==> src/sv/mme_pkg.sv <==
// ----------------------------------------------------------------------------
// mme_pkg
// shared widths, codes and control types of the matrix multiply engine
// ----------------------------------------------------------------------------
package mme_pkg;

  // payload widths of the request and response beats
  localparam int MODE_W  = 2;
  localparam int IDX_W   = 6;
  localparam int VALUE_W = 16;
  localparam int ACC_W   = 40;

  // configuration port
  localparam int CFG_W     = 7;
  localparam int CFG_IDX_W = 2;

  localparam logic [CFG_W-1:0] DIM_RESET = CFG_W'(64);

  typedef enum logic [CFG_IDX_W-1:0] {
    REG_ROWS_A    = 2'd0,
    REG_INNER_DIM = 2'd1,
    REG_COLS_B    = 2'd2
  } cfg_reg_t;

  typedef enum logic [MODE_W-1:0] {
    MODE_WRITE_A = 2'd0,
    MODE_WRITE_B = 2'd1,
    MODE_QUERY   = 2'd2
  } mode_t;

  // sequencer to multiply-accumulate unit
  typedef struct packed {
    logic clear;       // zero the accumulator
    logic term_valid;  // operand pair from the memories is valid
  } mac_ctrl_t;

endpackage

==> src/sv/mme_mac.sv <==
// ----------------------------------------------------------------------------
// mme_mac
// registered multiplier followed by a saturating 40-bit accumulator
// ----------------------------------------------------------------------------
module mme_mac #(
  parameter int ELEM_WIDTH = 16
) (
  input  logic                             clk,
  input  logic                             rst,
  input  mme_pkg::mac_ctrl_t               ctrl,
  input  logic signed [ELEM_WIDTH-1:0]     a,
  input  logic signed [ELEM_WIDTH-1:0]     b,
  output logic                             busy,
  output logic signed [mme_pkg::ACC_W-1:0] acc
);

  localparam int PW = 2 * ELEM_WIDTH;
  localparam int SW = ((PW > mme_pkg::ACC_W) ? PW : mme_pkg::ACC_W) + 1;
  localparam int AW = mme_pkg::ACC_W;

  logic signed [PW-1:0] prod;
  logic                 prod_valid;
  logic signed [SW-1:0] sum;
  logic [SW-AW:0]       sum_top;
  logic signed [AW-1:0] acc_next;

  always_comb begin
    sum     = SW'(acc) + SW'(prod);
    sum_top = sum[SW-1:AW-1];
    if ((&sum_top) || !(|sum_top)) begin
      acc_next = sum[AW-1:0];
    end else if (sum[SW-1]) begin
      acc_next = {1'b1, {(AW-1){1'b0}}};
    end else begin
      acc_next = {1'b0, {(AW-1){1'b1}}};
    end
  end

  always_ff @(posedge clk) begin
    if (rst) begin
      prod_valid <= 1'b0;
    end else begin
      prod_valid <= ctrl.term_valid;
    end
  end

  always_ff @(posedge clk) begin
    prod <= a * b;
    if (ctrl.clear) begin
      acc <= '0;
    end else if (prod_valid) begin
      acc <= acc_next;
    end
  end

  assign busy = prod_valid;

endmodule

==> config.mk <==
export PLATFORM = sky130hd
export DESIGN_NAME = mme_mac
export DESIGN_NICKNAME = d
export VERILOG_FILES = /design/src/sv/mme_pkg.sv /design/src/sv/mme_mac.sv
export SDC_FILE = /design/constraint.sdc
export NUM_CORES = 1
export LEC_CHECK = 0
export BUFFER_PORTS_ARGS = -buffer_cell sky130_fd_sc_hd__buf_4
export CELL_PAD_IN_SITES_DETAIL_PLACEMENT = 0
export CELL_PAD_IN_SITES_GLOBAL_PLACEMENT = 1
export CORE_MARGIN = 2
export CORE_UTILIZATION = 50
export CTS_BUF_LIST = sky130_fd_sc_hd__clkbuf_2
export DETAILED_ROUTE_END_ITERATION = 10
export GPL_TIMING_DRIVEN = 0
export PLACE_DENSITY_LB_ADDON = 0.1
export SYNTH_ARGS = -nofsm -noshare
export SYNTH_HDL_FRONTEND = slang
export SYNTH_SLANG_ARGS = --single-unit
==> constraint.sdc <==
create_clock -name clk -period 11.23 [get_ports clk]
set_clock_uncertainty 0.2 [all_clocks]
set_input_delay 2.246 -clock clk [delete_from_list [all_inputs] [get_ports clk]]
set_output_delay 2.246 -clock clk [all_outputs]
set_load 0.005 [all_outputs]
==> out/qor.txt, run 1 <==
RUN STATUS
----------------------------------------------------------------------------------------
Run status                                                                  finished clean

SETUP PATH
----------------------------------------------------------------------------------------
Data required time of the worst path                                            11.56 ns
Critical Path Source Type                                                   primary input
Setup slack, reg-to-reg                                                          7.14 ns
Crit end category                                                              flip-flop
Arrival time of data at the critical path endpoint                               9.00 ns
Maximum net fanout on the critical path                                               10
Setup Crit Path Kind                                                              in2reg

YOSYS
----------------------------------------------------------------------------------------
Library cells used by synthesis                                                       70
Synth Register Bits                                                                   73
Register area share after synthesis                                                10.1%
Gate count of the mapped netlist                                                    1595
Mapped cell area                                                              14500 um^2
Commonest register cell after synthesis                                     sky130_fd_sc_hd__dfxtp_1
Average cell area after synthesis                                              9.08 um^2
Number of enable flip-flop cells after synthesis                                       0
Synth async-reset ratio                                                               0%
Nets in the synthesized netlist                                                     2016
Number of warnings reported in the yosys synthesis log                                 0

CELLS AND AREA
----------------------------------------------------------------------------------------
Multi-input gate area                                                         11600 um^2
Fill cell count                                                                     2729
Signed area change from the synthesized netlist to the final layout                7.94%
Area taken by flip-flops and latches                                           1460 um^2
Proportion of layout cells with a drive suffix above 1                             8.60%
Cell Count, Final, Fillers Out                                                      2071
Net count of the finished layout                                                    2103

GRT
----------------------------------------------------------------------------------------
GRT Resource Usage Total                                                           25.3%
Wire length of the first global-routing pass                                    60400 um
Maximum number of pins on one net before global-route repair                          12
Grt ovf                                                                                0
Antenna violations before repair                                                       2
Vias in the first global route                                                     11300

STA
----------------------------------------------------------------------------------------
Aggregate negative setup slack                                                      0 ns
Ratio of final minimum period to clock period                                      77.3%
Peak clock frequency supported by timing                                         115 MHz
Final-layout worst hold slack                                                   0.333 ns
Total setup violations reported at the end of the flow                                 0
Worst path setup slack after routing                                             2.55 ns
Max-slew headroom at the worst pin                                                 42.2%
Unrepaired setup endpoints after global routing                                       no
Period minus WS final                                                            8.68 ns
Transition time at the pin with the least slew margin                           0.866 ns
Count of pins over their slew limit                                                    0
Endpoints failing hold                                                                 0

FLOORPLAN
----------------------------------------------------------------------------------------
I/O pin count                                                                         77
DIE AREA                                                                      30400 um^2
Initial core utilization                                                           50.6%
Vertical extent of the die                                                        174 um
Floorplan row count                                                                   62
X dimension of the die                                                            174 um
Core Area                                                                     28600 um^2

CLOCK NETWORK
----------------------------------------------------------------------------------------
Hold Buf Count CTS                                                                     0
Cell at the root of the clock tree                                          sky130_fd_sc_hd__clkbuf_2
Quantity of gates resized following cts                                                0
Buffers from clock root to sink, at most                                               2
Number of sinks driven by the clock tree                                              73
Skew-Pair Late Insertion Delay                                                   0.58 ns
Post-CTS Setup Inserts                                                                 0
Clock Pin Slew Worst Setup and Hold Paths                                        0.18 ns
Depth of the CTS H-tree                                                                3
TritonCTS clock tree                                                               built
Number of buffers created by CTS                                                       9

DETAILED ROUTING
----------------------------------------------------------------------------------------
DRC Markers                                                                            0
Detailed-route vias per instance                                                    5.34
WL per Instance                                                                  17.8 um
Residual antenna-violating net count after detailed routing                            0
Number of DRC violations after detailed-routing iteration 0                          876
Final routed wirelength across all metal layers                                 36900 um
Number of search-and-repair iterations in the first detailed-routing pass              5
Overall via count from detail_route                                                11100

PLACEMENT
----------------------------------------------------------------------------------------
Post-placement worst setup slack                                                 1.90 ns
Count of port buffers added during placement                                          76
Final weighted congestion in routability-driven placement                          0.904
DP Cell Count                                                                       2055
Hpwl dp                                                                         31600 um

RUN
----------------------------------------------------------------------------------------
Max-cap viol count                                                                     0

WORST HOLD PATH
----------------------------------------------------------------------------------------
Worst Hold Class                                                                 reg2reg

## flip-flops by register name, summed over array words and instances (netlist names)
signal	cells
acc	40
busy	1
prod	32
## placed cells by master (no fill, tap or decap), drive strengths merged, types with 14 or more instances in the layout
master | synthesis | routed
xor2 | 18 | 18
inv | 295 | 295
a2111oi | 22 | 22
clkbuf | 56 | 66
dfxtp | 73 | 73
xnor2 | 50 | 50
nor2 | 85 | 85
a21o | 30 | 30
a21oi | 66 | 66
o21bai | 16 | 16
o21ai | 41 | 41
nand3 | 16 | 16
ha | 122 | 122
and2 | 127 | 127
buf | 10 | 86
fa | 263 | 263
o32ai | 14 | 14
nand2 | 157 | 157
## synthesized netlist by cell type, drive strengths merged, types with 2 or more instances
library cell    n  area, um^2
o21ai          41         205
a21o           30         226
nor2b           9        63.8
o32ai          14         198
buf            10        76.3
a2111oi        22         362
nand3b          3        22.5
nand2b         11        68.8
xor2           18         158
ha            122        1530
o31ai           5        37.5
fa            263        5270
nand2         157         589
and2          127         795
o211ai          6        50.1
a41o            2        20.0
a21boi          3        22.5
nand4          11        68.8
nor3           10        50.1
a41oi           3        26.3
a31o            3        26.3
nor2           85         319
a21oi          66         338
a211o           2        17.5
a31oi          12        75.1
and3            7        43.8
nand4b          2        17.5
xnor2          50         438
clkbuf         56         210
o21bai         16         135
a211oi         12        90.1
o21a           13        97.6
o22ai           2        12.5
inv           295        1110
dfxtp          73        1460
nand3          16        90.1
## worst max-delay path, cell delays in order
cell	delay (ns)
sky130_fd_sc_hd__buf_4	0.15
sky130_fd_sc_hd__clkbuf_1	0.52
sky130_fd_sc_hd__nand2_1	0.17
sky130_fd_sc_hd__fa_1	0.57
sky130_fd_sc_hd__fa_1	0.52
sky130_fd_sc_hd__fa_1	0.45
sky130_fd_sc_hd__fa_1	0.50
sky130_fd_sc_hd__inv_1	0.06
sky130_fd_sc_hd__fa_1	0.52
sky130_fd_sc_hd__inv_1	0.05
sky130_fd_sc_hd__fa_1	0.54
sky130_fd_sc_hd__inv_1	0.06
sky130_fd_sc_hd__ha_1	0.32
sky130_fd_sc_hd__and3_1	0.21
sky130_fd_sc_hd__a31oi_1	0.16
sky130_fd_sc_hd__o21ai_0	0.09
sky130_fd_sc_hd__a21oi_1	0.30
sky130_fd_sc_hd__o21ai_0	0.30
sky130_fd_sc_hd__a31oi_1	0.29
sky130_fd_sc_hd__a31oi_1	0.21
sky130_fd_sc_hd__or4b_2	0.65
sky130_fd_sc_hd__nand4b_1	0.11
## metrics by stage
stage	area, um^2	util (%)
finish	15600	54.6
floorplan	14500	-
global placement	15500	54.3
global route	15600	54.6
CTS	15600	54.6
detailed placement	15500	54.3
## metal layers
metal | wire length [um] | track usage, % | share of wire, %
met4 | 779 | 6.65 | 2.1
met2 | 16800 | 40.7 | 46
met3 | 1770 | 2.41 | 4.8
met5 | 0 | 0 | 0
met1 | 17600 | 36.8 | 48
## area by class of cell
type,instances,share of cell area (%)
diodes,1,0.0160
multi-input cells,1161,74.4
inverters,295,7.08
plain buffers,66,1.83
well taps,384,3.07
clock inverters,5,0.304
repair buffers,76,3.65
flip-flops and latches,73,9.34
clock buffers,10,0.320
## final timing paths
path | startpoint | to | cells after the start
min reg2reg | acc[2] | acc[2] | 2
max reg2reg | acc[0] | acc[15] | 13
max | a[9] | prod[28] | 22
min | acc[2] | acc[2] | 2
## cell families (layout without fill, tap and decap cells)
| logic type | Yosys count | after routing | share of synthesized area [%] |
|---|---|---|---|
| adders and majority gates | 385 | 385 | 46.9 |
| other | 0 | 1 | 0 |
| buffers and inverters | 361 | 452 | 9.62 |
| AOI/OAI and AO/OA | 263 | 263 | 14.2 |
| DFF | 73 | 73 | 10.1 |
| and+or+nand+nor | 445 | 445 | 15.1 |
| xor gates and xnor gates | 68 | 68 | 4.11 |
Power of run 1 is not shown: default switching activity piles up to over one toggle a cycle in this logic, so the estimate is an artifact.
==> run 2, diff against run 1 <==
Settings changed: ABC_AREA from default to 1, CORE_UTILIZATION 50 to 44.
Clock period 11.23 ns to 7.32 ns, I/O delays scaled along.
==> out/qor.txt, run 2 <==
FLOORPLAN
------------------------------------------------------------------------------------------
DIE AREA                                                                        36700 um^2   +21%
Core Area                                                                       34600 um^2   +21%
I/O pin count                                                                           77   unchanged
Vertical extent of the die                                                          192 um   +9.9%
X dimension of the die                                                              192 um   +9.9%
Floorplan row count                                                                     68   +9.7%
Initial core utilization                                                             44.7%   -5.9 points

STA
------------------------------------------------------------------------------------------
Max-slew headroom at the worst pin                                                   49.8%   +7.5 points
Aggregate negative setup slack                                                        0 ns   unchanged
Transition time at the pin with the least slew margin                             0.754 ns   -0.113 ns
Total setup violations reported at the end of the flow                                   0   unchanged
Count of pins over their slew limit                                                      0   unchanged
Peak clock frequency supported by timing                                           141 MHz
Unrepaired setup endpoints after global routing                                         no
Period minus WS final                                                              7.09 ns
Endpoints failing hold                                                                   0   unchanged
Ratio of final minimum period to clock period                                        96.9%

YOSYS
------------------------------------------------------------------------------------------
Most common cell in the netlist                                               sky130_fd_sc_hd__nand2_1
Synth async-reset ratio                                                                 0%   unchanged
Average cell area after synthesis                                                7.48 um^2   -18%
Nets in the synthesized netlist                                                       2489   +23%
Synth Area in XOR/XNOR                                                               3.62%   -0.49 points
Library cell with the largest summed area after synthesis                     sky130_fd_sc_hd__fa_1
Fraction of the mapped netlist area in compound gates                                7.87%   -6.3 points
Multiplexer share of the synthesized area                                               0%   unchanged
Synth Register Bits                                                                     73   unchanged
Commonest register cell after synthesis                                       sky130_fd_sc_hd__dfxtp_1
Number of enable flip-flop cells after synthesis                                         0   unchanged
Share of the synthesized area in the top cell type                                   34.0%   -2.3 points
Most area-consuming cells after synthesis                                     sky130_fd_sc_hd__fa_1, sky130_fd_sc_hd__nand2_1, sky130_fd_sc_hd__inv_1
Main combinational cell family by area after synthesis                         adder cells
Mapped cell area                                                                15500 um^2   +6.8%
Register area share after synthesis                                                  9.45%   -0.64 points
Number of warnings reported in the yosys synthesis log                                   0   unchanged
Share of synthesized cell area in full adder, half adder and majority cells          43.9%   -3.0 points
Top post-synthesis cells by count                                             sky130_fd_sc_hd__nand2_1, sky130_fd_sc_hd__inv_1, sky130_fd_sc_hd__fa_1, sky130_fd_sc_hd__ha_1, sky130_fd_sc_hd__nor2_1
Fraction of the mapped netlist area in simple logic gates                            20.7%   +5.6 points
Library cells used by synthesis                                                         43   -39%
Gate count of the mapped netlist                                                      2068   +30%

GRT
------------------------------------------------------------------------------------------
Busiest metal layer after global routing                                              met2
Met1 demand-to-capacity share in global routing                                      32.7%   -4.1 points
Grt ovf                                                                                  0   unchanged
Vias in the first global route                                                       13500   +19%
Maximum number of pins on one net before global-route repair                            17   +5
Met3 track utilization from global routing                                           2.26%   -0.15 points
Antenna violations before repair                                                         1   -1
Wire length of the first global-routing pass                                      72800 um   +20%
Met2 Usage GRT                                                                       47.3%   +6.6 points
GRT Resource Usage Total                                                             26.2%   +0.86 points

CELLS AND AREA
------------------------------------------------------------------------------------------
Cell Count, Final, Fillers Out                                                        2586   +25%
Proportion of layout cells with a drive suffix above 1                               8.64%   +0.038 points
Register containing the most flip-flops in the final layout                            acc
Number of flip-flops under the largest register name                                    40   unchanged
Signed area change from the synthesized netlist to the final layout                  7.00%
Area of all placed cells without fillers                                        16600 um^2   +5.9%
Net count of the finished layout                                                      2548   +21%
Most frequent cells in the layout                                             sky130_fd_sc_hd__nand2_1, sky130_fd_sc_hd__inv_1, sky130_fd_sc_hd__fa_1
Commonest non-fill, non-tap cell in the layout                                sky130_fd_sc_hd__nand2_1
Post-route core utilization                                                          47.8%   -6.8 points

DETAILED ROUTING
------------------------------------------------------------------------------------------
Number of search-and-repair iterations in the first detailed-routing pass                5   unchanged
Detailed-route vias per instance                                                      4.91   -8.1%
Residual antenna-violating net count after detailed routing                              0   unchanged
DRC Markers                                                                              0   unchanged
Overall via count from detail_route                                                  12700   +15%
Final routed wirelength across all metal layers                                   45500 um   +23%
WL per Instance                                                                    17.6 um   -1.3%
Number of DRC violations after detailed-routing iteration 0                            575   -34%

RUN STATUS
------------------------------------------------------------------------------------------
Run status                                                                    finished clean

PLACEMENT
------------------------------------------------------------------------------------------
Hpwl dp                                                                           39800 um   +26%
Area after detailed placement                                                   16400 um^2   +5.6%
Count of port buffers added during placement                                            49   -36%
DP Cell Count                                                                         2572   +25%
Final weighted congestion in routability-driven placement                            0.891   -1.5%

CLOCK NETWORK
------------------------------------------------------------------------------------------
Depth of the CTS H-tree                                                                  3   unchanged
TritonCTS clock tree                                                                 built
Hold Buf Count CTS                                                                       0   unchanged
Cell at the root of the clock tree                                            sky130_fd_sc_hd__clkbuf_2
Number of sinks driven by the clock tree                                                73   unchanged
Buffers from clock root to sink, at most                                                 2   unchanged
Number of buffers created by CTS                                                         9   unchanged
Clock Pin Slew Worst Setup and Hold Paths                                          0.22 ns   +0.04 ns
Skew-Pair Late Insertion Delay                                                     0.61 ns   +0.03 ns

WORST HOLD PATH
------------------------------------------------------------------------------------------
Worst Hold Class                                                                   reg2reg

SETUP PATH
------------------------------------------------------------------------------------------
Arrival time of data at the critical path endpoint                                 7.40 ns   -1.60 ns
Crit end category                                                                flip-flop
Critical Path Source Type                                                     primary input
Maximum net fanout on the critical path                                                 10   unchanged
Data required time of the worst path                                               7.62 ns   -3.94 ns
Setup slack, reg-to-reg                                                            3.80 ns   -3.34 ns
Setup Crit Path Kind                                                                in2reg

RUN
------------------------------------------------------------------------------------------
Max-cap viol count                                                                       0   unchanged

[run 2: per-stage QoR]
| stage | setup slack, ns | hold WS [ns] |
|---|---|---|
| 4_1_cts | 0.0370 | 0.324 |
| 5_1_grt | 0.00149 | 0.348 |
| 6_report | 0.225 | 0.318 |
| 2_1_floorplan | 0.413 | 0.277 |
| 3_5_place_dp | -0.833 | 0.298 |
| 3_3_place_gp | -0.806 | 0.293 |
[run 2: final timing paths]
| path | start | endpoint | cells past startpoint |
|---|---|---|---|
| worst max-delay path | a[8] | prod[29] | 22 |
| worst min-delay path | acc[0] | acc[0] | 2 |
| worst max register to register | acc[0] | acc[28] | 15 |
| worst min register to register | acc[0] | acc[0] | 2 |
[run 2: layer usage]
| layer | share of wire [%] | vias to the layer above |
|---|---|---|
| li1 | - | 6258 |
| met1 | 44 | 6124 |
| met2 | 50 | 243 |
| met3 | 3.0 | 72 |
| met4 | 3.1 | 0 |
| met5 | 0 | - |
[run 2: worst max-delay path, cell delays in order]
cell and delay [ns]:
sky130_fd_sc_hd__clkbuf_1 0.38, sky130_fd_sc_hd__clkbuf_2 0.38, sky130_fd_sc_hd__nand2_1 0.12, sky130_fd_sc_hd__fa_1 0.52, sky130_fd_sc_hd__inv_1 0.05, sky130_fd_sc_hd__fa_1 0.52, sky130_fd_sc_hd__fa_1 0.60, sky130_fd_sc_hd__fa_1 0.46
sky130_fd_sc_hd__fa_1 0.50, sky130_fd_sc_hd__inv_1 0.05, sky130_fd_sc_hd__fa_1 0.47, sky130_fd_sc_hd__inv_1 0.04, sky130_fd_sc_hd__ha_1 0.34, sky130_fd_sc_hd__a21oi_1 0.19, sky130_fd_sc_hd__o21a_1 0.16, sky130_fd_sc_hd__nor2_1 0.04
sky130_fd_sc_hd__nor2_1 0.28, sky130_fd_sc_hd__nand3_1 0.28, sky130_fd_sc_hd__a21o_1 0.26, sky130_fd_sc_hd__nand3_1 0.07, sky130_fd_sc_hd__nand2_1 0.06, sky130_fd_sc_hd__xor2_1 0.13
[run 2: logic make-up after synthesis]
| group | Yosys count |
|---|---|
| AOI/OAI and AO/OA | 197 |
| xor gates and xnor gates | 64 |
| adders and majority gates | 385 |
| buffers and inverters | 575 |
| DFF | 73 |
| and+or+nand+nor | 774 |
[run 2: repair_timing]
item | 4_1_cts | 5_1_grt
gates resized for setup | 7 | 43
setup buffers | 0 | 0
cloned | 0 | 0
setup endpoints to repair | 7 | 11
[run 2: final cells by class]
cell class | instances | area, um^2
antenna | 1 | 2.50
buffer | 73 | 390
clock buffer | 9 | 45.0
clock inverter | 5 | 58.8
fill | 3612 | 18100
inverter | 501 | 1880
multi-input combinational | 1420 | 11800
sequential | 73 | 1460
tap | 455 | 569
timing repair buffer | 49 | 368
Power of run 2 is left out for the same reason.
